`config.mk`:
```
export PLATFORM = sky130hd
export DESIGN_NAME = sdd_front
export DESIGN_NICKNAME = d
export VERILOG_FILES = /design/src/sdd_pkg.sv /design/src/sdd_front.sv
export SDC_FILE = /design/constraint.sdc
export NUM_CORES = 2
export LEC_CHECK = 0
export BUFFER_PORTS_ARGS = -buffer_cell sky130_fd_sc_hd__buf_2
export CORE_ASPECT_RATIO = 0.6
export CORE_UTILIZATION = 46
export DETAILED_ROUTE_END_ITERATION = 7
export GPL_TIMING_DRIVEN = 0
export SYNTH_ARGS = -nofsm -noshare
export SYNTH_HDL_FRONTEND = slang
export SYNTH_SLANG_ARGS = --single-unit
```
`constraint.sdc`:
```
create_clock -name clk -period 8.6 [get_ports clk]
set_clock_uncertainty 0.15 [all_clocks]
set_input_delay 0.43 -clock clk [delete_from_list [all_inputs] [get_ports clk]]
set_output_delay 0.43 -clock clk [all_outputs]
set_load 0.1 [all_outputs]
```
`src/sdd_pkg.sv`:
```
// ----------------------------------------------------------------------------
// sdd_pkg
// Shared widths, constants, tables and stage types for the differential
// drive mixer.
// ----------------------------------------------------------------------------
package sdd_pkg;

    localparam int STICK_W = 11;
    localparam int CELL_W  = 16;
    localparam int XY_W    = 18;
    localparam int SQ_W    = 35;
    localparam int FS_W    = 17;
    localparam int ANG_W   = 17;
    localparam int CW      = 34;
    localparam int PRESHIFT = 12;
    localparam int ROOT_BITS = 26;
    localparam int R8_W    = 25;
    localparam int MAG_W   = 17;
    localparam int T_W     = 14;
    localparam int U_W     = 15;
    localparam int NQ_W    = 31;
    localparam int RECIP_SHIFT = 44;
    localparam int QE_W    = 2 * NQ_W - RECIP_SHIFT;
    localparam int GAIN_W  = 19;
    localparam int DUTY_FRAC = 24;

    localparam int DUTY_BITS_DEF     = 8;
    localparam int CORDIC_STAGES_DEF = 16;

    localparam logic [FS_W-1:0] FS_RESET = FS_W'(500);

    localparam int PI_Q      = 25736;
    localparam int HALF_PI_Q = 12868;
    localparam logic signed [ANG_W-1:0] ANG_PI   = ANG_W'(PI_Q);
    localparam logic signed [ANG_W-1:0] ANG_HALF = ANG_W'(HALF_PI_Q);
    localparam logic [NQ_W-1:0] RECIP = NQ_W'((64'd1 << RECIP_SHIFT) / HALF_PI_Q);
    localparam logic [NQ_W-1:0] ROUND_HALF = NQ_W'(HALF_PI_Q / 2);

    localparam logic FUNC_STICK = 1'b0;
    localparam logic FUNC_CELLS = 1'b1;

    localparam int LEFT  = 0;
    localparam int RIGHT = 1;

    typedef struct packed {
        logic [SQ_W-1:0]         s;
        logic signed [XY_W-1:0]  x;
        logic signed [XY_W-1:0]  y;
        logic signed [ANG_W-1:0] z;
    } front_t;

    typedef struct packed {
        logic [SQ_W-1:0]         s;
        logic signed [ANG_W-1:0] z;
    } vec_t;

    typedef struct packed {
        logic [R8_W-1:0]         r8;
        logic signed [ANG_W-1:0] z;
    } polar_t;

    typedef struct packed {
        logic [1:0][MAG_W-1:0] ag;
        logic [1:0]            neg;
        logic [R8_W-1:0]       r8;
    } gain_t;

    function automatic logic signed [ANG_W-1:0] atan_q(input int i);
        logic signed [ANG_W-1:0] a;
        case (i)
            0:  a = ANG_W'(6434);
            1:  a = ANG_W'(3798);
            2:  a = ANG_W'(2007);
            3:  a = ANG_W'(1019);
            4:  a = ANG_W'(511);
            5:  a = ANG_W'(256);
            6:  a = ANG_W'(128);
            7:  a = ANG_W'(64);
            8:  a = ANG_W'(32);
            9:  a = ANG_W'(16);
            10: a = ANG_W'(8);
            11: a = ANG_W'(4);
            12: a = ANG_W'(2);
            13: a = ANG_W'(1);
            default: a = '0;
        endcase
        return a;
    endfunction

    function automatic logic signed [2:0] bp_gain(input int side, input logic [2:0] idx);
        logic signed [2:0] g;
        if (side == LEFT)
        begin
            case (idx) inside
                3'd1:       g = -3'sd1;
                3'd2, 3'd3: g = 3'sd1;
                default:    g = 3'sd0;
            endcase
        end
        else
        begin
            case (idx) inside
                3'd1:    g = -3'sd1;
                3'd2:    g = 3'sd0;
                default: g = 3'sd1;
            endcase
        end
        return g;
    endfunction

endpackage

```
`src/sdd_front.sv`:
```
// ----------------------------------------------------------------------------
// sdd_front
// Forms the drive vector from the stick or the load cells, squares it and
// folds the left half plane for the angle unit.
// ----------------------------------------------------------------------------
module sdd_front (
    input  logic                                clk,
    input  logic                                rst_n,
    input  logic                                in_valid,
    output logic                                in_ready,
    input  logic                                func,
    input  logic signed [sdd_pkg::STICK_W-1:0]  stick_x,
    input  logic signed [sdd_pkg::STICK_W-1:0]  stick_y,
    input  logic [sdd_pkg::CELL_W-1:0]          cell_top_left,
    input  logic [sdd_pkg::CELL_W-1:0]          cell_top_right,
    input  logic [sdd_pkg::CELL_W-1:0]          cell_bottom_left,
    input  logic [sdd_pkg::CELL_W-1:0]          cell_bottom_right,
    output logic                                out_valid,
    input  logic                                out_ready,
    output sdd_pkg::front_t                     out_data
);
    import sdd_pkg::*;

    localparam int N = 3;

    logic [N-1:0] v_reg;
    logic [N-1:0] en;
    logic [N-1:0] vsrc;

    logic [CELL_W:0] right_sum, left_sum, top_sum, bottom_sum;
    logic signed [XY_W-1:0] x_next, y_next, xa_reg, ya_reg;
    logic signed [XY_W-1:0] xf_next, yf_next, xb_reg, yb_reg;
    logic signed [ANG_W-1:0] z_next, zb_reg;
    logic signed [2*XY_W-1:0] xx_full, yy_full;
    logic [SQ_W-1:0] xx_reg, yy_reg;
    front_t c_next, c_reg;

    always_comb
    begin
        en[N-1] = !v_reg[N-1] || out_ready;
        for (int i = N - 2; i >= 0; i--)
        begin
            en[i] = !v_reg[i] || en[i+1];
        end
    end

    assign vsrc      = {v_reg[N-2:0], in_valid};
    assign in_ready  = en[0];
    assign out_valid = v_reg[N-1];
    assign out_data  = c_reg;

    always_comb
    begin
        right_sum  = {1'b0, cell_top_right} + {1'b0, cell_bottom_right};
        left_sum   = {1'b0, cell_top_left} + {1'b0, cell_bottom_left};
        top_sum    = {1'b0, cell_top_right} + {1'b0, cell_top_left};
        bottom_sum = {1'b0, cell_bottom_right} + {1'b0, cell_bottom_left};
        if (func == FUNC_CELLS)
        begin
            x_next = $signed({1'b0, right_sum}) - $signed({1'b0, left_sum});
            y_next = $signed({1'b0, top_sum}) - $signed({1'b0, bottom_sum});
        end
        else
        begin
            x_next = {{(XY_W-STICK_W){stick_x[STICK_W-1]}}, stick_x};
            y_next = {{(XY_W-STICK_W){stick_y[STICK_W-1]}}, stick_y};
        end
    end

    always_comb
    begin
        xx_full = xa_reg * xa_reg;
        yy_full = ya_reg * ya_reg;
        if (xa_reg < 0)
        begin
            xf_next = -xa_reg;
            yf_next = -ya_reg;
            z_next  = (ya_reg >= 0) ? ANG_PI : -ANG_PI;
        end
        else
        begin
            xf_next = xa_reg;
            yf_next = ya_reg;
            z_next  = '0;
        end
    end

    always_comb
    begin
        c_next.s = xx_reg + yy_reg;
        c_next.x = xb_reg;
        c_next.y = yb_reg;
        c_next.z = zb_reg;
    end

    always_ff @(posedge clk or negedge rst_n)
    begin
        if (!rst_n)
        begin
            v_reg <= '0;
        end
        else
        begin
            for (int i = 0; i < N; i++)
            begin
                if (en[i])
                begin
                    v_reg[i] <= vsrc[i];
                end
            end
        end
    end

    always_ff @(posedge clk)
    begin
        if (en[0])
        begin
            xa_reg <= x_next;
            ya_reg <= y_next;
        end
        if (en[1])
        begin
            xb_reg <= xf_next;
            yb_reg <= yf_next;
            zb_reg <= z_next;
            xx_reg <= xx_full[SQ_W-1:0];
            yy_reg <= yy_full[SQ_W-1:0];
        end
        if (en[2])
        begin
            c_reg <= c_next;
        end
    end

endmodule

```
==> flow_metrics.tcl <==
set metrics [dict create \
    drv_slew 0 \
    reg2reg_slack_ns 0.33 \
    yosysSeqAreaShare_pct 19.5 \
    clk_latency_ns 0.59 \
    preCtsSetupSlack_ns 0.129 \
    synth.area.top_cells "fa_1 (38%), edfxtp_1 (19%), ha_1 (11%)" \
    critPathCaptureType "flop" \
    crit_buf_inv 8 \
    nNetsFinal 4565 \
    drt_iter0_drc 2184 \
    synth_edf_count 215 \
    r2r_end "yy_reg[34]$_DFFE_PP_" \
    cpLargestDelayFamily "adder cells" \
    first_pass_iters 6 \
    finalSetupViolCount 0 \
    critical_path_arrival_ns 8.44 \
    largest_reg_flops 74 \
    r2r-start "ya_reg[17]$_DFFE_PP_" \
    final-hold-violation-count 0 \
    post-dp-hpwl_mm 76.6 \
    highest_layer "met5" \
    status "finished, final reports clean" \
    met3_wirelength_mm 9.73 \
    path_max_fanout 10 \
    syn2layout_area_growth_pct 9.86 \
    rr_worst_depth 25 \
    grt_pass1_wl_mm 139 \
    worst_setup_path_start_kind "flop" \
    critical_path_class "flop to flop" \
    grt_setup_unrepaired "false" \
    yosysWarnings 0 \
    drive_gt1_share_pct 8.10 \
    cpMostUsedCell "inv_1" \
    hold_depth 2 \
    hold_path_end "xa_reg[4]$_DFFE_PP_" \
    core-area_um2 71900 \
    cts_setup_buffers 0 \
    die_w_um 350 \
    met2_length_mm 33.6 \
    required_ns 8.77 \
    period_needed_ns 8.27 \
    via_per_inst 5.12 \
    synthCells 3322 \
    track_usage_pct 25.1 \
    drc 0 \
    gp_congestion 0.940 \
    netlist.area_leader.share_pct 38.2 \
    layout_setup_ws_ns 0.327 \
    grt_pass1_vias 23500 \
    min-delay-start "stick_x[4]" \
    hp-class "input pin to flop" \
    yosys-top-cells-count "inv_1 (912), fa_1 (640), ha_1 (283)" \
    cts.htree.levels 1 \
    setup_tns_ns 0 \
    yosysUniqueCellTypes 64 \
    drt_wl_total_mm 88.9 \
    slowest_stage "buf_1" \
    drtAntennaViolNets 0 \
    drv_cap 0 \
    grt_max_degree 51 \
    portBuffers 176 \
    die_h_um 211 \
    synth.avg_cell_area_um2 10.1 \
    cts_root_buf "clkbuf_16" \
    min_period_over_period_pct 96.2 \
    cts_buffers 25 \
    slowest_delay_ns 0.68 \
    core.rowCount 76 \
    synth.largest_area_cell "fa_1" \
    cts_buffer_depth 3 \
    cts_tree "yes" \
    initial_utilization_pct 46.6 \
    antenna_found_initial 20 \
    synth-main-ff-cell "edfxtp_1" \
    path_clk_slew_ns 0.06 \
    dieArea_um2 74000 \
    cts.sinks 218 \
    maxSlewHeadroom_pct 28.1 \
    met1Wirelength_mm 43.9 \
    fmax_ghz 0.121 \
    yosysMostFrequentCell "inv_1" \
    synthArstFlopShare_pct 1.38 \
    grt_overflow 0 \
    synth_seq_cells 218 \
    netlist_area_um2 33500 \
    top_level_ports 181 \
    worst_slew_pin_slew_ns 1.08 \
    vias 23300 \
    drt-wirelength-per-cell_um 19.5 \
]
## worst max path at each step
stage	startpoint	end	slack, ns	cells after the start
2_1_floorplan	xa_reg[17]$_DFFE_PP_	xx_reg[34]$_DFFE_PP_	1.89	24
3_3_place_gp	xa_reg[17]$_DFFE_PP_	xx_reg[34]$_DFFE_PP_	0.15	24
4_1_cts	xa_reg[17]$_DFFE_PP_	xx_reg[34]$_DFFE_PP_	0.1	24
6_report	ya_reg[17]$_DFFE_PP_	yy_reg[34]$_DFFE_PP_	0.33	25
3_5_place_dp	xa_reg[17]$_DFFE_PP_	xx_reg[34]$_DFFE_PP_	0.13	24
5_1_grt	ya_reg[17]$_DFFE_PP_	yy_reg[34]$_DFFE_PP_	0.003	25
## logic make-up after synthesis
family	share of synthesized area [%]
buffers and inverters	11.6
adders and majority gates	48.8
and+or+nand+nor	8.70
AOI/OAI and AO/OA	6.30
DFF	19.5
xor gates and xnor gates	4.39
muxes	0.750
other	0.0112
## final cells by class
type | instances | area, um2
buffer | 95 | 417
clock inverter | 20 | 209
sequential | 218 | 6530
timing repair buffer | 201 | 1210
fill | 6773 | 35100
multi-input combinational | 2087 | 23100
clock buffer | 25 | 626
tap | 975 | 1220
antenna | 6 | 15.0
inverter | 923 | 3460
## layer usage
layer,GRT usage (%),vias up
li1,-,10600
met3,6.77,80
met4,3.46,24
met2,33.0,928
met5,0,-
met1,41.2,11600
## metrics by stage
step	utilization, %	cell area, um2	std cells	hold WS (ns)
after detailed placement	49.8	35800	4485	0.0822
final	51.2	36800	4550	0.0335
after global routing	51.2	36800	4546	0.0137
after CTS	51.2	36800	4545	0.0146
after global placement	49.6	35600	4475	0.0782
after floorplan	-	33500	3324	-0.0156
## cells in the final DEF, fill, tap and decap left out, drive strengths merged, types with 10 or more instances in the layout
| cell | count |
|---|---|
| a211oi | 18 |
| o21a | 16 |
| and2 | 51 |
| ha | 283 |
| and3 | 14 |
| nor2b | 18 |
| a21oi | 96 |
| inv | 919 |
| nand3 | 24 |
| o21ai | 63 |
| fa | 640 |
| xor2 | 46 |
| nand2b | 22 |
| buf | 208 |
| nand2 | 279 |
| or2 | 11 |
| xnor2 | 122 |
| clkinv | 18 |
| dlygate4sd3 | 15 |
| nor3 | 28 |
| a21o | 48 |
| a31oi | 15 |
| mux2 | 17 |
| edfxtp | 215 |
| nor2 | 154 |
| o211ai | 10 |
| clkbuf | 98 |
## timing repair
item                                    in CTS  in global routing
endpoints found under the hold margin       15                  0
endpoints found under the setup margin       0                  6
resized for setup                            0                 13
hold buffers                                15                  0
Power is left out: the tool's default activity adds up to more than one toggle a clock period on the data nets, which glitch-free logic cannot reach.
