[config.mk]
export PLATFORM = sky130hd
export DESIGN_NAME = sdd_cordic
export DESIGN_NICKNAME = d
export VERILOG_FILES = /design/src/sdd_pkg.sv /design/src/sdd_cordic.sv
export SDC_FILE = /design/constraint.sdc
export NUM_CORES = 2
export LEC_CHECK = 0
export BUFFER_PORTS_ARGS = -buffer_cell sky130_fd_sc_hd__buf_4
export CELL_PAD_IN_SITES_DETAIL_PLACEMENT = 0
export CELL_PAD_IN_SITES_GLOBAL_PLACEMENT = 1
export CORE_ASPECT_RATIO = 0.75
export CORE_MARGIN = 4
export CORE_UTILIZATION = 55
export CTS_BUF_LIST = sky130_fd_sc_hd__clkbuf_8
export DETAILED_ROUTE_END_ITERATION = 10
export PLACE_DENSITY = 0.86
export SLEW_MARGIN = 20
export SYNTH_ARGS = -nofsm -noshare
export SYNTH_HDL_FRONTEND = slang
export SYNTH_SLANG_ARGS = --single-unit
[constraint.sdc]
create_clock -name clk -period 27.6 [get_ports clk]
set_input_delay 2.76 -clock clk [delete_from_list [all_inputs] [get_ports clk]]
set_output_delay 2.76 -clock clk [all_outputs]
set_load 0.03 [all_outputs]
[src/sdd_pkg.sv]
// ----------------------------------------------------------------------------
// sdd_pkg
// Shared widths, constants, tables and stage types for the differential
// drive mixer.
// ----------------------------------------------------------------------------
package sdd_pkg;

    localparam int STICK_W = 11;
    localparam int CELL_W  = 16;
    localparam int XY_W    = 18;
    localparam int SQ_W    = 35;
    localparam int FS_W    = 17;
    localparam int ANG_W   = 17;
    localparam int CW      = 34;
    localparam int PRESHIFT = 12;
    localparam int ROOT_BITS = 26;
    localparam int R8_W    = 25;
    localparam int MAG_W   = 17;
    localparam int T_W     = 14;
    localparam int U_W     = 15;
    localparam int NQ_W    = 31;
    localparam int RECIP_SHIFT = 44;
    localparam int QE_W    = 2 * NQ_W - RECIP_SHIFT;
    localparam int GAIN_W  = 19;
    localparam int DUTY_FRAC = 24;

    localparam int DUTY_BITS_DEF     = 8;
    localparam int CORDIC_STAGES_DEF = 16;

    localparam logic [FS_W-1:0] FS_RESET = FS_W'(500);

    localparam int PI_Q      = 25736;
    localparam int HALF_PI_Q = 12868;
    localparam logic signed [ANG_W-1:0] ANG_PI   = ANG_W'(PI_Q);
    localparam logic signed [ANG_W-1:0] ANG_HALF = ANG_W'(HALF_PI_Q);
    localparam logic [NQ_W-1:0] RECIP = NQ_W'((64'd1 << RECIP_SHIFT) / HALF_PI_Q);
    localparam logic [NQ_W-1:0] ROUND_HALF = NQ_W'(HALF_PI_Q / 2);

    localparam logic FUNC_STICK = 1'b0;
    localparam logic FUNC_CELLS = 1'b1;

    localparam int LEFT  = 0;
    localparam int RIGHT = 1;

    typedef struct packed {
        logic [SQ_W-1:0]         s;
        logic signed [XY_W-1:0]  x;
        logic signed [XY_W-1:0]  y;
        logic signed [ANG_W-1:0] z;
    } front_t;

    typedef struct packed {
        logic [SQ_W-1:0]         s;
        logic signed [ANG_W-1:0] z;
    } vec_t;

    typedef struct packed {
        logic [R8_W-1:0]         r8;
        logic signed [ANG_W-1:0] z;
    } polar_t;

    typedef struct packed {
        logic [1:0][MAG_W-1:0] ag;
        logic [1:0]            neg;
        logic [R8_W-1:0]       r8;
    } gain_t;

    function automatic logic signed [ANG_W-1:0] atan_q(input int i);
        logic signed [ANG_W-1:0] a;
        case (i)
            0:  a = ANG_W'(6434);
            1:  a = ANG_W'(3798);
            2:  a = ANG_W'(2007);
            3:  a = ANG_W'(1019);
            4:  a = ANG_W'(511);
            5:  a = ANG_W'(256);
            6:  a = ANG_W'(128);
            7:  a = ANG_W'(64);
            8:  a = ANG_W'(32);
            9:  a = ANG_W'(16);
            10: a = ANG_W'(8);
            11: a = ANG_W'(4);
            12: a = ANG_W'(2);
            13: a = ANG_W'(1);
            default: a = '0;
        endcase
        return a;
    endfunction

    function automatic logic signed [2:0] bp_gain(input int side, input logic [2:0] idx);
        logic signed [2:0] g;
        if (side == LEFT)
        begin
            case (idx) inside
                3'd1:       g = -3'sd1;
                3'd2, 3'd3: g = 3'sd1;
                default:    g = 3'sd0;
            endcase
        end
        else
        begin
            case (idx) inside
                3'd1:    g = -3'sd1;
                3'd2:    g = 3'sd0;
                default: g = 3'sd1;
            endcase
        end
        return g;
    endfunction

endpackage

[src/sdd_cordic.sv]
// ----------------------------------------------------------------------------
// sdd_cordic
// Pipelined vectoring CORDIC, one micro-rotation per stage, giving the
// Q3.13 angle clamped to plus or minus pi.
// ----------------------------------------------------------------------------
module sdd_cordic #(
    parameter int STAGES = sdd_pkg::CORDIC_STAGES_DEF
) (
    input  logic            clk,
    input  logic            rst_n,
    input  logic            in_valid,
    output logic            in_ready,
    input  sdd_pkg::front_t in_data,
    output logic            out_valid,
    input  logic            out_ready,
    output sdd_pkg::vec_t   out_data
);
    import sdd_pkg::*;

    typedef struct packed {
        logic signed [CW-1:0]    x;
        logic signed [CW-1:0]    y;
        logic signed [ANG_W-1:0] z;
        logic [SQ_W-1:0]         s;
    } rot_t;

    logic [STAGES-1:0] v_reg;
    logic [STAGES-1:0] en;
    logic [STAGES-1:0] vsrc;

    rot_t src [STAGES];
    rot_t st_next [STAGES];
    rot_t st_reg [STAGES];

    logic signed [CW-1:0] cx, cy, dx, dy;
    logic signed [ANG_W-1:0] cz, zl;

    always_comb
    begin
        en[STAGES-1] = !v_reg[STAGES-1] || out_ready;
        for (int i = STAGES - 2; i >= 0; i--)
        begin
            en[i] = !v_reg[i] || en[i+1];
        end
    end

    assign vsrc      = {v_reg[STAGES-2:0], in_valid};
    assign in_ready  = en[0];
    assign out_valid = v_reg[STAGES-1];

    always_comb
    begin
        src[0].x = {{(CW-XY_W-PRESHIFT){in_data.x[XY_W-1]}}, in_data.x, {PRESHIFT{1'b0}}};
        src[0].y = {{(CW-XY_W-PRESHIFT){in_data.y[XY_W-1]}}, in_data.y, {PRESHIFT{1'b0}}};
        src[0].z = in_data.z;
        src[0].s = in_data.s;
        for (int i = 1; i < STAGES; i++)
        begin
            src[i] = st_reg[i-1];
        end
        for (int i = 0; i < STAGES; i++)
        begin
            cx = src[i].x;
            cy = src[i].y;
            cz = src[i].z;
            dx = cy >>> i;
            dy = cx >>> i;
            st_next[i].s = src[i].s;
            if (cy > 0)
            begin
                st_next[i].x = cx + dx;
                st_next[i].y = cy - dy;
                st_next[i].z = cz + atan_q(i);
            end
            else
            begin
                st_next[i].x = cx - dx;
                st_next[i].y = cy + dy;
                st_next[i].z = cz - atan_q(i);
            end
        end
    end

    always_comb
    begin
        zl = st_reg[STAGES-1].z;
        if (zl > ANG_PI)
        begin
            out_data.z = ANG_PI;
        end
        else if (zl < -ANG_PI)
        begin
            out_data.z = -ANG_PI;
        end
        else
        begin
            out_data.z = zl;
        end
        out_data.s = st_reg[STAGES-1].s;
    end

    always_ff @(posedge clk or negedge rst_n)
    begin
        if (!rst_n)
        begin
            v_reg <= '0;
        end
        else
        begin
            for (int i = 0; i < STAGES; i++)
            begin
                if (en[i])
                begin
                    v_reg[i] <= vsrc[i];
                end
            end
        end
    end

    always_ff @(posedge clk)
    begin
        for (int i = 0; i < STAGES; i++)
        begin
            if (en[i])
            begin
                st_reg[i] <= st_next[i];
            end
        end
    end

endmodule

==> metrics.txt <==
core area 0.1841 mm2; Max clock buf depth 3; Critical Path End Type primary output; largest net degree at the start of global routing 92; Synth area leader edfxtp_1; Setup CP Type in -> out; crit-path most repeated cell buf_4; first-pass GRT wire length 386.6 mm; setup TNS 0 ns; HP Class reg -> reg; Crit path buffers/inverters 4; GPL Wtd Cong 0.9450; CP cell instances buf_4 > nor2b_1 > nand2_2 > nor2_1 > and2_1 > and3_1 > and2_1 > nand4_1 > buf_4 > nor2_1 > nand4_1 > buf_12 > buf_4; Period Utilization, post-route 34.36%; adder-cell area share of the yosys netlist 12.05%; gr ovfl total 0; Routed wire per std cell 19.65 um; asr flop ratio synth 1.003%; crit-path leading delay family simple AND/OR/NAND/NOR gates; post-CTS sizing 0; worst-margin pin slew 1.056 ns; RSZ-0062 raised after global routing no; flip-flop count of the largest register after layout 1579; ranking of synthesized cells by area edfxtp_1, ha_1, xnor2_1, a21oi_1, xor2_1; vias per cell 5.900; min Tclk post-route 9.483 ns; clock root buffer clkbuf_8; Syn Nets 10492; number of flops mapped to enable cells by yosys 1579; final core occ 60.60%; ys flop type edfxtp_1; initial core utilization 55.54%; TritonRoute pass-1 iters 7; Clock transition at path regs 0.07 ns; area grow syn2layout 9.121%; Die Y-Extent 381.4 um; H-tree depth 4; fraction of layout instances using a drive strength above 1 7.229%; Routed Antenna Nets 0; Crit-path slowest cell nor2_1; Post-CTS Setup Inserts 0; initial antenna violation count 10; WL final 243.8 mm; Cell variety after synth 87; Reg-to-Reg End st_reg[0][839]; total CTS buffers 239; setup slack, reg-to-reg 19.77 ns; placed wire-length estimate 190.8 mm; hold_buf cts 0; Layout Nets 10767; Yosys top cell area share 46.37%; Iteration-0 DRC Markers 6423; synthesized area 0.1023 mm2; worst-path fanout max 91; Die W 505.9 um; Critical Path End in_ready; critical path arrival 6.72 ns; CP Depth 13; Commonest cells post-synth edfxtp_1, ha_1, xnor2_1; Clock Skews 0.1210 ns; Synth Area in XOR/XNOR 11.23%; register bit total from synthesis 1595; Avg Synthesized Cell Area 10.84 um2; CTS tree done; worst r2r src st_reg[0][664]; Fillers 14978; Max Cap Viol 0; Worst Setup SP out_ready; FP Rows 136; Hold Fails Final Rpt 0; Slew Limit Fails 0; post-synthesis cell count 9436; sequential area share after synthesis 46.76%; fraction of synthesized area in multiplexers 0.3414%; Max Clk Rate 105.5 MHz; Slew HR 29.47%; Syn. warnings 0; CP peak stage delay 0.60 ns; CP startpoint kind primary input; R2R depth 24; vias in the first global route 70111; complex-gate fraction of the synthesized area 15.47%; CP required 24.84 ns; # IOs 146; GRT Util Overall 24.80%; number of setup violations in the final report 0; largest family of logic cells by synthesized area compound AO/OA/AOI/OAI gates; DRC Markers 0; status finished clean; detailed-route via count 73196; Post-Synth Simple-Gate Area 11.66%; I/O Buffers 145; CTS Sinks 1595; Total Die Area 0.1929 mm2; cell with the most instances after synthesis edfxtp_1; worst skew pair latency 1.00 ns
-- worst reg2reg max path: stages, from the launching register on --
cell	delay (ns)
edfxtp_1	0.49
or4_1	0.59
nor3_1	0.27
buf_4	0.22
nand3_1	0.16
or4_1	0.61
nor4_1	0.46
nor3b_1	0.42
nor2_2	0.05
buf_4	0.28
inv_2	0.58
nor2_1	0.13
xnor2_1	0.15
ha_1	0.32
o21a_1	0.15
o211ai_1	0.41
a21oi_1	0.21
o41ai_1	0.41
buf_4	0.20
o211ai_1	0.14
a2111oi_0	0.63
nor2_1	0.16
a211o_1	0.29
a21oi_1	0.17
xnor2_1	0.08
-- worst min-delay path by stage --
| stage | startpoint | end | slack (ns) | cells past startpoint |
|---|---|---|---|---|
| 2_1_floorplan | st_reg[0][0] | st_reg[0][120] | 0.40 | 0 |
| 3_3_place_gp | st_reg[1][5] | st_reg[1][125] | 0.40 | 0 |
| 3_5_place_dp | st_reg[0][11] | st_reg[0][131] | 0.40 | 0 |
| 4_1_cts | st_reg[0][601] | st_reg[0][721] | 0.35 | 0 |
| 5_1_grt | st_reg[0][601] | st_reg[0][721] | 0.34 | 0 |
| 6_report | st_reg[0][601] | st_reg[0][721] | 0.35 | 0 |
-- metrics by stage --
step / hold WS [ns] / instance area, um2 / cells / setup slack (ns)
6_report: 0.3537 / 111600 / 12407 / 18.12
3_5_place_dp: 0.4045 / 106300 / 11954 / 18.22
4_1_cts: 0.3464 / 111500 / 12402 / 18.19
5_1_grt: 0.3436 / 111600 / 12406 / 17.88
3_3_place_gp: 0.4002 / 106300 / 11954 / 18.29
2_1_floorplan: 0.4003 / 102300 / 9436 / 12.56
-- metal layers --
metal	share of wire [%]	vias to the layer above	GRT usage (%)
met2	41	2223	36.04
li1	-	35701	-
met1	49	34970	38.23
met3	8.0	302	5.095
met4	1.8	0	5.164
met5	0	-	0
-- cells in the final DEF (no fill, tap or decap), types with 60 or more instances in the layout --
cell type / netlist / layout
clkbuf_8: 0 / 240
nor3_1: 239 / 238
o21bai_1: 123 / 123
buf_4: 35 / 195
or3_1: 81 / 81
xor2_1: 407 / 407
o41ai_1: 60 / 60
nand3_1: 156 / 153
nor4_1: 95 / 93
nor2_1: 695 / 691
ha_1: 930 / 930
xnor2_1: 904 / 904
o21a_1: 145 / 145
clkinv_1: 5 / 64
or4_1: 61 / 61
edfxtp_1: 1579 / 1579
inv_1: 466 / 493
nor2b_1: 110 / 110
a21oi_1: 791 / 788
a31oi_1: 70 / 67
and3_1: 68 / 68
nand2b_1: 143 / 143
or2_2: 70 / 70
a21o_1: 294 / 294
o31ai_1: 131 / 131
o21ai_0: 489 / 489
nand2_1: 492 / 488
-- area by class of cell --
type / instances / area [um2] / area share (%)
multi-input cells: 7202 / 52060 / 46.66
repair buffers: 198 / 1506 / 1.350
flip-flops and latches: 1595 / 47820 / 42.85
well taps: 2484 / 3108 / 2.786
diodes: 5 / 12.51 / 0.01121
clock inverters: 208 / 1973 / 1.768
clock buffers: 240 / 3303 / 2.960
inverters: 475 / 1795 / 1.609
-- cells by family (layout without fill, tap and decap cells) --
logic type	Yosys count	after routing
AO/OA/AOI/OAI	2486	2486
AND/OR/NAND/NOR	2408	2408
flip-flops	1595	1595
XOR/XNOR	1311	1311
adder cells (fa/ha/maj)	964	964
buffers and inverters	639	1121
multiplexers	33	33
other	0	5
Power is not shown: default switching activity piles up to over one toggle a cycle in this logic, so the estimate is an artifact.
