`src/sdd_pkg.sv`:
```
// ----------------------------------------------------------------------------
// sdd_pkg
// Shared widths, constants, tables and stage types for the differential
// drive mixer.
// ----------------------------------------------------------------------------
package sdd_pkg;

    localparam int STICK_W = 11;
    localparam int CELL_W  = 16;
    localparam int XY_W    = 18;
    localparam int SQ_W    = 35;
    localparam int FS_W    = 17;
    localparam int ANG_W   = 17;
    localparam int CW      = 34;
    localparam int PRESHIFT = 12;
    localparam int ROOT_BITS = 26;
    localparam int R8_W    = 25;
    localparam int MAG_W   = 17;
    localparam int T_W     = 14;
    localparam int U_W     = 15;
    localparam int NQ_W    = 31;
    localparam int RECIP_SHIFT = 44;
    localparam int QE_W    = 2 * NQ_W - RECIP_SHIFT;
    localparam int GAIN_W  = 19;
    localparam int DUTY_FRAC = 24;

    localparam int DUTY_BITS_DEF     = 8;
    localparam int CORDIC_STAGES_DEF = 16;

    localparam logic [FS_W-1:0] FS_RESET = FS_W'(500);

    localparam int PI_Q      = 25736;
    localparam int HALF_PI_Q = 12868;
    localparam logic signed [ANG_W-1:0] ANG_PI   = ANG_W'(PI_Q);
    localparam logic signed [ANG_W-1:0] ANG_HALF = ANG_W'(HALF_PI_Q);
    localparam logic [NQ_W-1:0] RECIP = NQ_W'((64'd1 << RECIP_SHIFT) / HALF_PI_Q);
    localparam logic [NQ_W-1:0] ROUND_HALF = NQ_W'(HALF_PI_Q / 2);

    localparam logic FUNC_STICK = 1'b0;
    localparam logic FUNC_CELLS = 1'b1;

    localparam int LEFT  = 0;
    localparam int RIGHT = 1;

    typedef struct packed {
        logic [SQ_W-1:0]         s;
        logic signed [XY_W-1:0]  x;
        logic signed [XY_W-1:0]  y;
        logic signed [ANG_W-1:0] z;
    } front_t;

    typedef struct packed {
        logic [SQ_W-1:0]         s;
        logic signed [ANG_W-1:0] z;
    } vec_t;

    typedef struct packed {
        logic [R8_W-1:0]         r8;
        logic signed [ANG_W-1:0] z;
    } polar_t;

    typedef struct packed {
        logic [1:0][MAG_W-1:0] ag;
        logic [1:0]            neg;
        logic [R8_W-1:0]       r8;
    } gain_t;

    function automatic logic signed [ANG_W-1:0] atan_q(input int i);
        logic signed [ANG_W-1:0] a;
        case (i)
            0:  a = ANG_W'(6434);
            1:  a = ANG_W'(3798);
            2:  a = ANG_W'(2007);
            3:  a = ANG_W'(1019);
            4:  a = ANG_W'(511);
            5:  a = ANG_W'(256);
            6:  a = ANG_W'(128);
            7:  a = ANG_W'(64);
            8:  a = ANG_W'(32);
            9:  a = ANG_W'(16);
            10: a = ANG_W'(8);
            11: a = ANG_W'(4);
            12: a = ANG_W'(2);
            13: a = ANG_W'(1);
            default: a = '0;
        endcase
        return a;
    endfunction

    function automatic logic signed [2:0] bp_gain(input int side, input logic [2:0] idx);
        logic signed [2:0] g;
        if (side == LEFT)
        begin
            case (idx) inside
                3'd1:       g = -3'sd1;
                3'd2, 3'd3: g = 3'sd1;
                default:    g = 3'sd0;
            endcase
        end
        else
        begin
            case (idx) inside
                3'd1:    g = -3'sd1;
                3'd2:    g = 3'sd0;
                default: g = 3'sd1;
            endcase
        end
        return g;
    endfunction

endpackage

```
`src/sdd_root.sv`:
```
// ----------------------------------------------------------------------------
// sdd_root
// Pipelined digit-by-digit square root of the squared length, one root bit
// per stage, then clamped to full scale.
// ----------------------------------------------------------------------------
module sdd_root (
    input  logic                      clk,
    input  logic                      rst_n,
    input  logic [sdd_pkg::FS_W-1:0]  fs,
    input  logic                      in_valid,
    output logic                      in_ready,
    input  sdd_pkg::vec_t             in_data,
    output logic                      out_valid,
    input  logic                      out_ready,
    output sdd_pkg::polar_t           out_data
);
    import sdd_pkg::*;

    localparam int N     = ROOT_BITS;
    localparam int RAD_W = 2 * ROOT_BITS;
    localparam int REM_W = ROOT_BITS;

    typedef struct packed {
        logic [REM_W-1:0]        rem;
        logic [ROOT_BITS-1:0]    root;
        logic [SQ_W-1:0]         s;
        logic signed [ANG_W-1:0] z;
    } sq_t;

    logic [N-1:0] v_reg;
    logic [N-1:0] en;
    logic [N-1:0] vsrc;

    sq_t src [N];
    sq_t st_next [N];
    sq_t st_reg [N];

    logic [RAD_W-1:0] rad;
    logic [REM_W+1:0] cur, trial;
    logic [ROOT_BITS-1:0] limit;

    always_comb
    begin
        en[N-1] = !v_reg[N-1] || out_ready;
        for (int i = N - 2; i >= 0; i--)
        begin
            en[i] = !v_reg[i] || en[i+1];
        end
    end

    assign vsrc      = {v_reg[N-2:0], in_valid};
    assign in_ready  = en[0];
    assign out_valid = v_reg[N-1];

    always_comb
    begin
        src[0].rem  = '0;
        src[0].root = '0;
        src[0].s    = in_data.s;
        src[0].z    = in_data.z;
        for (int j = 1; j < N; j++)
        begin
            src[j] = st_reg[j-1];
        end
        for (int j = 0; j < N; j++)
        begin
            rad   = {{(RAD_W-SQ_W-16){1'b0}}, src[j].s, 16'b0};
            cur   = {src[j].rem, rad[RAD_W-1-2*j -: 2]};
            trial = {src[j].root, 2'b01};
            st_next[j].s = src[j].s;
            st_next[j].z = src[j].z;
            if (cur >= trial)
            begin
                st_next[j].rem  = REM_W'(cur - trial);
                st_next[j].root = {src[j].root[ROOT_BITS-2:0], 1'b1};
            end
            else
            begin
                st_next[j].rem  = cur[REM_W-1:0];
                st_next[j].root = {src[j].root[ROOT_BITS-2:0], 1'b0};
            end
        end
    end

    always_comb
    begin
        limit = {1'b0, fs, 8'b0};
        if (st_reg[N-1].root > limit)
        begin
            out_data.r8 = limit[R8_W-1:0];
        end
        else
        begin
            out_data.r8 = st_reg[N-1].root[R8_W-1:0];
        end
        out_data.z = st_reg[N-1].z;
    end

    always_ff @(posedge clk or negedge rst_n)
    begin
        if (!rst_n)
        begin
            v_reg <= '0;
        end
        else
        begin
            for (int i = 0; i < N; i++)
            begin
                if (en[i])
                begin
                    v_reg[i] <= vsrc[i];
                end
            end
        end
    end

    always_ff @(posedge clk)
    begin
        for (int i = 0; i < N; i++)
        begin
            if (en[i])
            begin
                st_reg[i] <= st_next[i];
            end
        end
    end

endmodule

```
`config.mk`:
```
export PLATFORM = sky130hd
export DESIGN_NAME = sdd_root
export DESIGN_NICKNAME = d
export VERILOG_FILES = /design/src/sdd_pkg.sv /design/src/sdd_root.sv
export SDC_FILE = /design/constraint.sdc
export NUM_CORES = 2
export LEC_CHECK = 0
export BUFFER_PORTS_ARGS = -buffer_cell sky130_fd_sc_hd__buf_2
export CAP_MARGIN = 20
export CORE_UTILIZATION = 40
export DETAILED_ROUTE_END_ITERATION = 16
export PLACE_DENSITY = 0.58
export SYNTH_ARGS = -nofsm -noshare
export SYNTH_HDL_FRONTEND = slang
export SYNTH_SLANG_ARGS = --single-unit
```
`constraint.sdc`:
```
create_clock -name clk -period 10.5 [get_ports clk]
set_clock_uncertainty 0.15 [all_clocks]
set_input_delay 2.1 -clock clk [delete_from_list [all_inputs] [get_ports clk]]
set_output_delay 2.1 -clock clk [all_outputs]
set_load 0.02 [all_outputs]
```
==> flow_metrics.py <==
metrics = {
    "routing": {
        "via_per_inst": 5.00,
        "wl_per_cell_um": 16.2,
        "vias": 43000,
        "drcViolationCount": 0,
        "routed_wl_um": 139000,
        "ant_nets": 0,
        "first_pass_iters": 6,
        "drtIter0Drc": 2847,
    },
    "cells_and_area": {
        "area_delta_synth_final_pct": 12.5,
        "fill_cells": 16900,
        "largest_register_ffs": 1702,
        "nets": 6395,
        "drive_gt1_share_pct": 9.21,
        "utilization_pct": 45.5,
    },
    "setup_path": {
        "cp_max_fo": 54,
        "required_ns": 8.25,
        "slowest_stage": "nor4_1",
        "path_cells": "buf_2 -> and3b_1 -> and2_1 -> and3_1 -> inv_2 -> nor4_1 -> nand3_4 -> nor2_1 -> and2_1 -> and3_1 -> and3_1 -> nand2_2 -> buf_4 -> buf_2",
        "worst-path-buf-inv": 4,
        "end_kind": "output port",
        "cpPeakStageDelay_ns": 0.88,
        "critical_path.top_delay_family": "simple AND/OR/NAND/NOR gates",
        "cp-start-kind": "input port",
        "crit_arrival_ns": 6.12,
        "path_class": "in2out",
        "cpMostUsedCell": "and3_1",
    },
    "floorplanning": {
        "rows": 160,
        "die_width_um": 441,
        "initial_utilization_pct": 40.4,
        "die-area_um2": 195000,
        "ios": 117,
        "core_area_um2": 191000,
        "die_y_um": 441,
    },
    "synth": {
        "yosysTopAreaCellShare_pct": 66.3,
        "synth_nets": 6150,
        "synthFlopType": "edfxtp_1",
        "ys_seq_area_share_pct": 67.1,
        "yosys_warnings": 0,
        "synth.area.top_cells": "edfxtp_1 66%, ha_1 6.1%, xor2_1 2.8%",
        "synth-edff-count": 1702,
        "synth-seq-cells": 1728,
        "netlist_area_um2": 77100,
        "synth_area_per_cell_um2": 13.6,
        "async_flop_share_pct": 1.50,
        "yosysTopAreaCell": "edfxtp_1",
        "yosysUniqueCellTypes": 83,
        "netlist_instances": 5691,
    },
    "hold_path": {
        "hp-class": "reg2reg",
    },
    "place": {
        "globalplace.congestion": 0.842,
        "dp_hpwl_um": 102000,
        "numPortBuffers": 116,
        "place_ws_ns": 2.08,
    },
    "flow_run": {
        "max_cap_viol_count": 0,
    },
    "clock_tree": {
        "clock_sinks": 1728,
        "insertion_delay_ns": 0.84,
        "ctsHoldBuffers": 0,
        "clock_path_buffers": 3,
        "cts.htree.levels": 4,
        "numCtsBuffers": 179,
        "tritoncts": "yes",
        "cts_setup_buffers": 0,
        "postCtsResizedCells": 0,
        "ctsRootBufferMaster": "clkbuf_16",
        "clkTransAtPathRegs_ns": 0.06,
    },
    "sta": {
        "period_share_pct": 79.8,
        "timing.final.max_slew_violations": 0,
        "timing.final.ws_setup_ns": 2.13,
        "relSlewSlack_pct": 29.0,
        "worst_pin_slew_ns": 1.06,
        "finalHoldViolations": 0,
        "tns_ns": 0,
        "setup_viol_count_final": 0,
        "max_freq_mhz": 119,
        "rsz0062_at_grt": "false",
        "min_period_ns": 8.37,
    },
    "global_route": {
        "grt_util_met3_pct": 2.41,
        "grt_pass1_wl_um": 224000,
        "grt_util_all_layers_pct": 14.4,
        "antenna_found_initial": 1,
        "overflow": 0,
        "grtUsageMet1_pct": 17.8,
        "grt_max_degree": 78,
        "grt_pass1_vias": 42900,
        "grt-busiest-layer": "met2",
        "use_met2_pct": 25.5,
    },
    "power": {
        "p_int_mw": 13.8,
        "powerDensity_nw_per_um2": 216,
        "p_clk_share_pct": 33.2,
        "seq_power_share_pct": 51.9,
        "vdd_drop_max_mv": 0.160,
        "combPwrFrac_pct": 14.9,
        "swShare_pct": 26.3,
        "switchingPower_mw": 4.93,
        "p_leak_nw": 34.7,
    },
    "outcome": {
        "status": "completed",
    },
}
power groups by stage:
stage	combinational, mW	sequential, mW	clock (mW)
2_1_floorplan	2.18	9.60	0
3_3_place_gp	2.75	9.86	0
3_5_place_dp	2.79	9.88	0
4_1_cts	2.81	9.74	6.43
5_1_grt	3.16	9.86	6.70
6_report	2.79	9.72	6.23
cells in the mapped netlist, types with 39 or more instances:
cell	number
a21o_1	98
a21oi_1	329
clkbuf_1	67
edfxtp_1	1702
ha_1	379
inv_1	480
mux2_2	67
nand2_1	372
nand2b_1	83
nand3_1	92
nand4_1	45
nor2_1	359
nor2b_1	62
nor3_1	121
nor4_1	61
o21a_1	73
o21ai_0	298
o21bai_1	39
or3_1	55
xnor2_1	218
xor2_1	243
cells by family after synthesis:
family / after synthesis / share of synthesized area (%)
buffers and inverters: 577 / 2.90
adders and majority gates: 386 / 6.33
and+or+nand+nor: 1416 / 9.02
other: 1 / 0.00486
DFF: 1728 / 67.1
AOI/OAI and AO/OA: 1048 / 8.33
xor gates and xnor gates: 461 / 5.24
muxes: 74 / 1.07
routing by layer:
metal | routed length [um] | share of wire, % | up-vias
met5 | 0 | 0 | -
met4 | 2990 | 2.1 | 0
met3 | 4600 | 3.3 | 201
met2 | 69900 | 50 | 650
met1 | 61400 | 44 | 20700
li1 | - | - | 21500
path summary, 6_finish.rpt:
kind / startpoint / endpoint / slack (ns) / cells after the start
setup reg to reg: st_reg[1][182] / st_reg[1][309] / 5.54 / 12
min in group asynchronous: rst_n / v_reg[0] / 1.17 / 1
hold / removal: st_reg[0][731] / st_reg[0][835] / 0.24 / 0
max in group asynchronous: rst_n / v_reg[25] / 8.55 / 1
setup / recovery: out_ready / in_ready / 2.13 / 14
hold reg to reg: st_reg[0][731] / st_reg[0][835] / 0.24 / 0
cells in the final DEF, fill, tap and decap left out, types with 12 or more instances in the layout:
cell type / n
o21a_1: 73
buf_2: 116
ha_1: 379
o31ai_1: 32
nand2b_1: 82
and2_1: 14
nand4_1: 45
clkinv_1: 43
dfrtp_1: 26
or3_1: 55
bufinv_16: 16
nor2b_1: 62
nor3_1: 120
nand3b_1: 13
or4_1: 27
xor2_1: 243
xnor2_1: 218
edfxtp_1: 1702
a211oi_1: 26
o211ai_1: 16
or2_2: 24
a31oi_1: 27
clkinv_2: 36
buf_4: 39
inv_2: 12
nor4_1: 61
and3_1: 36
o21ai_0: 298
clkbuf_16: 180
clkbuf_1: 30
o21bai_1: 39
nand3_1: 88
nand2_1: 362
a21o_1: 98
a21oi_1: 328
nor2_1: 359
inv_1: 469
mux2_2: 67
layout make-up:
type                       count  area, um^2  share of cell area, %
multi-input combinational   3386       23200                   26.8
clock inverter               113        1260                   1.45
antenna                        1        2.50                0.00288
sequential                  1728       51800                   59.7
clock buffer                 212        4640                   5.35
tap                         2511        3140                   3.62
inverter                     485        1820                   2.10
timing repair buffer         156         888                   1.02
through the flow:
stage | std cells | hold WS, ns | power (mW) | area [um^2]
after floorplan | 5691 | 0.250 | 11.8 | 77100
after global placement | 8265 | 0.251 | 12.6 | 80800
after detailed placement | 8265 | 0.255 | 12.7 | 80800
after CTS | 8590 | 0.236 | 19.0 | 86700
after global routing | 8591 | 0.239 | 19.7 | 86800
final | 8592 | 0.239 | 18.7 | 86800
No activity file was read; power rests on OpenSTA's default activity.
