==> config.mk <==
export PLATFORM = sky130hd
export DESIGN_NAME = sdd_duty
export DESIGN_NICKNAME = d
export VERILOG_FILES = /design/src/sdd_pkg.sv /design/src/sdd_duty.sv
export SDC_FILE = /design/constraint.sdc
export NUM_CORES = 2
export LEC_CHECK = 0
export BUFFER_PORTS_ARGS = -buffer_cell sky130_fd_sc_hd__buf_4
export CAP_MARGIN = 10
export CORE_MARGIN = 2
export CORE_UTILIZATION = 65
export DETAILED_ROUTE_END_ITERATION = 12
export GPL_TIMING_DRIVEN = 0
export PLACE_DENSITY = 0.85
export SLEW_MARGIN = 10
export SYNTH_ARGS = -nofsm -noshare
export SYNTH_HDL_FRONTEND = slang
export SYNTH_SLANG_ARGS = --single-unit
==> constraint.sdc <==
create_clock -name clk -period 21.7 [get_ports clk]
set_input_delay 4.34 -clock clk [delete_from_list [all_inputs] [get_ports clk]]
set_output_delay 4.34 -clock clk [all_outputs]
set_load 0.01 [all_outputs]
==> src/sdd_pkg.sv <==
// ----------------------------------------------------------------------------
// sdd_pkg
// Shared widths, constants, tables and stage types for the differential
// drive mixer.
// ----------------------------------------------------------------------------
package sdd_pkg;

    localparam int STICK_W = 11;
    localparam int CELL_W  = 16;
    localparam int XY_W    = 18;
    localparam int SQ_W    = 35;
    localparam int FS_W    = 17;
    localparam int ANG_W   = 17;
    localparam int CW      = 34;
    localparam int PRESHIFT = 12;
    localparam int ROOT_BITS = 26;
    localparam int R8_W    = 25;
    localparam int MAG_W   = 17;
    localparam int T_W     = 14;
    localparam int U_W     = 15;
    localparam int NQ_W    = 31;
    localparam int RECIP_SHIFT = 44;
    localparam int QE_W    = 2 * NQ_W - RECIP_SHIFT;
    localparam int GAIN_W  = 19;
    localparam int DUTY_FRAC = 24;

    localparam int DUTY_BITS_DEF     = 8;
    localparam int CORDIC_STAGES_DEF = 16;

    localparam logic [FS_W-1:0] FS_RESET = FS_W'(500);

    localparam int PI_Q      = 25736;
    localparam int HALF_PI_Q = 12868;
    localparam logic signed [ANG_W-1:0] ANG_PI   = ANG_W'(PI_Q);
    localparam logic signed [ANG_W-1:0] ANG_HALF = ANG_W'(HALF_PI_Q);
    localparam logic [NQ_W-1:0] RECIP = NQ_W'((64'd1 << RECIP_SHIFT) / HALF_PI_Q);
    localparam logic [NQ_W-1:0] ROUND_HALF = NQ_W'(HALF_PI_Q / 2);

    localparam logic FUNC_STICK = 1'b0;
    localparam logic FUNC_CELLS = 1'b1;

    localparam int LEFT  = 0;
    localparam int RIGHT = 1;

    typedef struct packed {
        logic [SQ_W-1:0]         s;
        logic signed [XY_W-1:0]  x;
        logic signed [XY_W-1:0]  y;
        logic signed [ANG_W-1:0] z;
    } front_t;

    typedef struct packed {
        logic [SQ_W-1:0]         s;
        logic signed [ANG_W-1:0] z;
    } vec_t;

    typedef struct packed {
        logic [R8_W-1:0]         r8;
        logic signed [ANG_W-1:0] z;
    } polar_t;

    typedef struct packed {
        logic [1:0][MAG_W-1:0] ag;
        logic [1:0]            neg;
        logic [R8_W-1:0]       r8;
    } gain_t;

    function automatic logic signed [ANG_W-1:0] atan_q(input int i);
        logic signed [ANG_W-1:0] a;
        case (i)
            0:  a = ANG_W'(6434);
            1:  a = ANG_W'(3798);
            2:  a = ANG_W'(2007);
            3:  a = ANG_W'(1019);
            4:  a = ANG_W'(511);
            5:  a = ANG_W'(256);
            6:  a = ANG_W'(128);
            7:  a = ANG_W'(64);
            8:  a = ANG_W'(32);
            9:  a = ANG_W'(16);
            10: a = ANG_W'(8);
            11: a = ANG_W'(4);
            12: a = ANG_W'(2);
            13: a = ANG_W'(1);
            default: a = '0;
        endcase
        return a;
    endfunction

    function automatic logic signed [2:0] bp_gain(input int side, input logic [2:0] idx);
        logic signed [2:0] g;
        if (side == LEFT)
        begin
            case (idx) inside
                3'd1:       g = -3'sd1;
                3'd2, 3'd3: g = 3'sd1;
                default:    g = 3'sd0;
            endcase
        end
        else
        begin
            case (idx) inside
                3'd1:    g = -3'sd1;
                3'd2:    g = 3'sd0;
                default: g = 3'sd1;
            endcase
        end
        return g;
    endfunction

endpackage

==> src/sdd_duty.sv <==
// ----------------------------------------------------------------------------
// sdd_duty
// Scales gain times length to the duty range and divides by full scale with
// a pipelined restoring divider, one quotient bit per stage.
// ----------------------------------------------------------------------------
module sdd_duty #(
    parameter int DB = sdd_pkg::DUTY_BITS_DEF
) (
    input  logic                      clk,
    input  logic                      rst_n,
    input  logic [sdd_pkg::FS_W-1:0]  fs,
    input  logic                      in_valid,
    output logic                      in_ready,
    input  sdd_pkg::gain_t            in_data,
    output logic                      out_valid,
    input  logic                      out_ready,
    output logic [DB-1:0]             left_fwd_duty,
    output logic [DB-1:0]             left_back_duty,
    output logic [DB-1:0]             right_fwd_duty,
    output logic [DB-1:0]             right_back_duty
);
    import sdd_pkg::*;

    localparam int N     = DB + 2;
    localparam int P_W   = MAG_W + R8_W;
    localparam int SUM_W = P_W + DB + 1;
    localparam int A_W   = SUM_W - DUTY_FRAC;

    typedef struct packed {
        logic [1:0][A_W-1:0] rem;
        logic [1:0][DB-1:0]  q;
        logic [1:0]          neg;
    } div_t;

    logic [N-1:0] v_reg;
    logic [N-1:0] en;
    logic [N-1:0] vsrc;

    logic [1:0][P_W-1:0] p_next, p_reg;
    logic [1:0] neg0_reg;
    logic [SUM_W-1:0] sum;
    div_t a_next, a_reg;

    div_t src [DB];
    div_t st_next [DB];
    div_t st_reg [DB];
    logic [A_W-1:0] d;

    always_comb
    begin
        en[N-1] = !v_reg[N-1] || out_ready;
        for (int i = N - 2; i >= 0; i--)
        begin
            en[i] = !v_reg[i] || en[i+1];
        end
    end

    assign vsrc      = {v_reg[N-2:0], in_valid};
    assign in_ready  = en[0];
    assign out_valid = v_reg[N-1];

    always_comb
    begin
        for (int sd = 0; sd < 2; sd++)
        begin
            p_next[sd] = P_W'(in_data.ag[sd]) * P_W'(in_data.r8);
        end
    end

    always_comb
    begin
        sum = '0;
        for (int sd = 0; sd < 2; sd++)
        begin
            sum = (SUM_W'(p_reg[sd]) << DB) - SUM_W'(p_reg[sd])
                + (SUM_W'(fs) << (DUTY_FRAC - 1));
            a_next.rem[sd] = sum[SUM_W-1:DUTY_FRAC];
            a_next.q[sd]   = '0;
        end
        a_next.neg = neg0_reg;
    end

    always_comb
    begin
        d = '0;
        src[0] = a_reg;
        for (int j = 1; j < DB; j++)
        begin
            src[j] = st_reg[j-1];
        end
        for (int j = 0; j < DB; j++)
        begin
            d = A_W'(fs) << (DB - 1 - j);
            st_next[j] = src[j];
            for (int sd = 0; sd < 2; sd++)
            begin
                if (src[j].rem[sd] >= d)
                begin
                    st_next[j].rem[sd] = src[j].rem[sd] - d;
                    st_next[j].q[sd][DB-1-j] = 1'b1;
                end
            end
        end
    end

    assign left_fwd_duty   = st_reg[DB-1].neg[LEFT]  ? '0 : st_reg[DB-1].q[LEFT];
    assign left_back_duty  = st_reg[DB-1].neg[LEFT]  ? st_reg[DB-1].q[LEFT] : '0;
    assign right_fwd_duty  = st_reg[DB-1].neg[RIGHT] ? '0 : st_reg[DB-1].q[RIGHT];
    assign right_back_duty = st_reg[DB-1].neg[RIGHT] ? st_reg[DB-1].q[RIGHT] : '0;

    always_ff @(posedge clk or negedge rst_n)
    begin
        if (!rst_n)
        begin
            v_reg <= '0;
        end
        else
        begin
            for (int i = 0; i < N; i++)
            begin
                if (en[i])
                begin
                    v_reg[i] <= vsrc[i];
                end
            end
        end
    end

    always_ff @(posedge clk)
    begin
        if (en[0])
        begin
            p_reg    <= p_next;
            neg0_reg <= in_data.neg;
        end
        if (en[1])
        begin
            a_reg <= a_next;
        end
        for (int j = 0; j < DB; j++)
        begin
            if (en[j+2])
            begin
                st_reg[j] <= st_next[j];
            end
        end
    end

endmodule

==> flow_results.org <==
** Worst setup path
- At the worst endpoint, the arrival time is 12.36 ns.
- The number of buffers and inverters on the critical path is 8.
- CP max stage delay :: 0.79 ns
- The critical path is of the in -> reg type.
- The worst setup path is launched from an input port.
- STA classifies the critical path endpoint as a flip-flop.
- Cell with the most instances on the worst path :: sky130_fd_sc_hd__fa_1
- Worst Path Max Fanout :: 10
- Grouping stages by cell kind, the critical path spends the most delay in adder cells.
- For the worst setup path, the data required time is 22.13 ns.
- The slowest stage of the critical path belongs to the cell sky130_fd_sc_hd__clkbuf_1.

** Logic synthesis
- Summed over its instances, the top area cell type makes up 27.0% of the synthesized netlist area.
- The number of nets in the synthesized netlist is 8400.
- After synthesis, the mean cell area works out to 9.70 um2.
- Distinct cell type count of the synthesized netlist :: 102
- For this run, the leading register cell type out of synthesis is sky130_fd_sc_hd__edfxtp_1.
- Synthesis warning total :: 0
- Of all flip-flops after synthesis, the portion carrying an async set or reset was 1.62%.
- Sequential share of the synthesized area :: 27.4%
- The synthesized design contains 618 register bits.
- The synthesized design contains 608 enable-type register cells.
- Of all cell types, the one taking the most synthesized area is sky130_fd_sc_hd__edfxtp_1.
- By area the synthesized netlist is led by sky130_fd_sc_hd__edfxtp_1 27%, sky130_fd_sc_hd__fa_1 22%, sky130_fd_sc_hd__ha_1 11%.
- Syn Inst Count :: 6962
- Synthesized cell area :: 0.0675 mm2

** Global routing
- Entering global routing, the biggest net connects 68 pins.
- The first global-routing pass estimated 286000 um of wire.
- The total overflow left after global routing is 0.
- Global Route Usage Sum :: 34.6%
- The number of global-route vias before repair was 53000.
- Antenna violations before repair :: 2

** Clock network
- After clock tree synthesis, the flow added hold-fix buffers numbering 0.
- In this run the clock root is driven by a sky130_fd_sc_hd__clkbuf_16.
- TritonCTS built the clock tree.
- Buffers inserted during post-CTS setup optimization :: 0
- Number of buffers added by the clock tree synthesis step :: 61
- Clock latency on the worst-skew pair :: 0.68 ns
- Register clock-pin slew on the reported worst setup and hold paths :: 0.07 ns
- Deepest clock path buffer count :: 3
- Maximum level of the CTS H-tree :: 2
- The number of gates resized after CTS was 0.
- The clock net in this run drives a total of 618 sinks.

** Detailed routing
- Using the TritonRoute via totals, the vias-per-cell ratio works out to 6.00.
- The detailed router finished its first iteration with 4012 violations.
- For this run, design rule violations remaining after detail routing come to 0.
- Once detail routing completed, the nets flagged for antenna violations numbered 0.
- In the final routed layout, each cell accounts on average for 21.4 um.
- WL final :: 184000 um
- For this block, the via count after detailed routing is 51500.
- The first detailed-routing pass ran for 9 iterations.

** Flow run
- Max-capacitance violation count :: 0

** Floorplanning
- After floorplanning, the core was divided into 118 placement rows.
- Core area :: 0.103 mm2
- Starting utilization of the core area :: 65.3%
- The floorplan step set the die width to 326 um.
- Die Y-Extent :: 326 um
- The die covers 0.106 mm2.
- IO Pins :: 116

** Finish
- The area growth from synthesis to layout is 7.15%.
- Fraction of final layout cells sized beyond drive strength 1 :: 5.18%
- Commonest non-fill, non-tap cell in the layout :: sky130_fd_sc_hd__inv_1
- In the layout the commonest cells are 1097 x sky130_fd_sc_hd__inv_1, 814 x sky130_fd_sc_hd__nand2_1, 736 x sky130_fd_sc_hd__fa_1.
- The register with the most flip-flops in the layout has 466 of them.
- In the final design database the tool counted 8588 nets.

** Timing
- Total Negative Setup Slacks :: 0 ns
- For the final database, setup skew stands at 0.0317 ns.
- The number of failing hold endpoints at the final stage came to 0.
- At the pin with the least slew margin, the transition time is 1.31 ns.
- Timing would allow up to 83.8 MHz.
- Setup violations remaining at the end of the flow were counted as 0.
- The worst path in the final design needs a cycle of 11.93 ns, including I/O delays and setup.
- Setup repair after global routing left no endpoint under its margin.
- Max-slew violation total from the final report :: 0
- The worst pin sits at a relative slew slack of 12.7%.
- In the finished design, the share of the clock period the worst path needs comes to 55.0%.

** Run status
- Status :: finished clean

** Place
- Number of port buffers :: 111
- RePlAce Congestion :: 1.01
- The wire-length estimate of the detail-placed layout is 145000 um.

** Min path
- Min-delay worst type :: reg -> reg
## logic make-up (layout without fill, tap and decap cells)
| kind of cell | Yosys count | after routing | share of synthesized area [%] |
|---|---|---|---|
| AND/OR/NAND/NOR | 2046 | 2046 | 14.8 |
| adder cells (fa/ha/maj) | 1356 | 1356 | 33.3 |
| buffers and inverters | 1337 | 1574 | 7.45 |
| AO/OA/AOI/OAI | 1156 | 1156 | 11.0 |
| flip-flops | 618 | 618 | 27.4 |
| XOR/XNOR | 376 | 376 | 4.88 |
| multiplexers | 73 | 73 | 1.18 |
| other | 0 | 6 | 0 |
## synthesized netlist by cell type, drive strengths merged (19+ instances only)
cell type  number
nand2b         59
mux2           54
inv          1112
a211oi         35
fa            736
nor4           38
a21o          181
and2          356
nand4          59
a31oi          29
o21bai         33
xnor2         213
o31ai          43
o21ai         245
and3           30
nand3          90
nor2b          84
or2            23
ha            620
o211ai         24
nand2         819
or3            38
a21oi         382
a21boi         30
mux2i          19
edfxtp        608
clkbuf        215
nor3           79
xor2          163
nor2          300
o21a           41
## layer usage
layer | up-vias | global-route usage, % | share of wire (%)
met4 | 2 | 20.9 | 7.2
met5 | - | 0 | 0.0060
met3 | 657 | 6.24 | 8.1
met1 | 24900 | 39.8 | 36
met2 | 2371 | 60.4 | 49
li1 | 23500 | - | -
## stage by stage
stage | instances | instance area (um2) | hold WS, ns | util, % | worst slack, ns
detailed placement | 8466 | 70400 | 0.405 | 68.1 | 9.45
global placement | 8453 | 70100 | 0.401 | 67.8 | 4.24
floorplan | 6962 | 67500 | 0.400 | - | 7.77
global route | 8579 | 72300 | 0.404 | 70.0 | 9.72
CTS | 8578 | 72300 | 0.406 | 70.0 | 10.08
finish | 8585 | 72400 | 0.406 | 70.0 | 9.77
## worst register-to-register path, delay by kind of cell, from the launching register on
kind	cells	cell delay, ns
flip-flops	1	0.33
buffers and inverters	5	1.13
AND/OR/NAND/NOR	6	2.39
## area by class of cell
type	instances	area (um2)
clock inverters	34	224
plain buffers	225	858
multi-input cells	5007	44000
repair buffers	125	1120
inverters	1112	4180
well taps	1380	1730
clock buffers	78	1690
fillers	7633	31000
flip-flops and latches	618	18500
diodes	6	15.0
## path summary, 6_finish.rpt
kind | from | to | slack [ns] | depth (start not counted)
worst min-delay path | st_reg[0][80] | st_reg[0][152] | 0.41 | 0
worst min register to register | st_reg[0][80] | st_reg[0][152] | 0.41 | 0
worst max register to register | v_reg[9] | p_reg[39] | 17.58 | 11
worst max-delay path | in_data[22] | p_reg[83] | 9.77 | 25
max in group asynchronous | rst_n | v_reg[7] | 18.05 | 1
min in group asynchronous | rst_n | v_reg[1] | 3.48 | 1
Power is left out: the tool's default activity adds up to more than one toggle a clock period on the data nets, which glitch-free logic cannot reach.
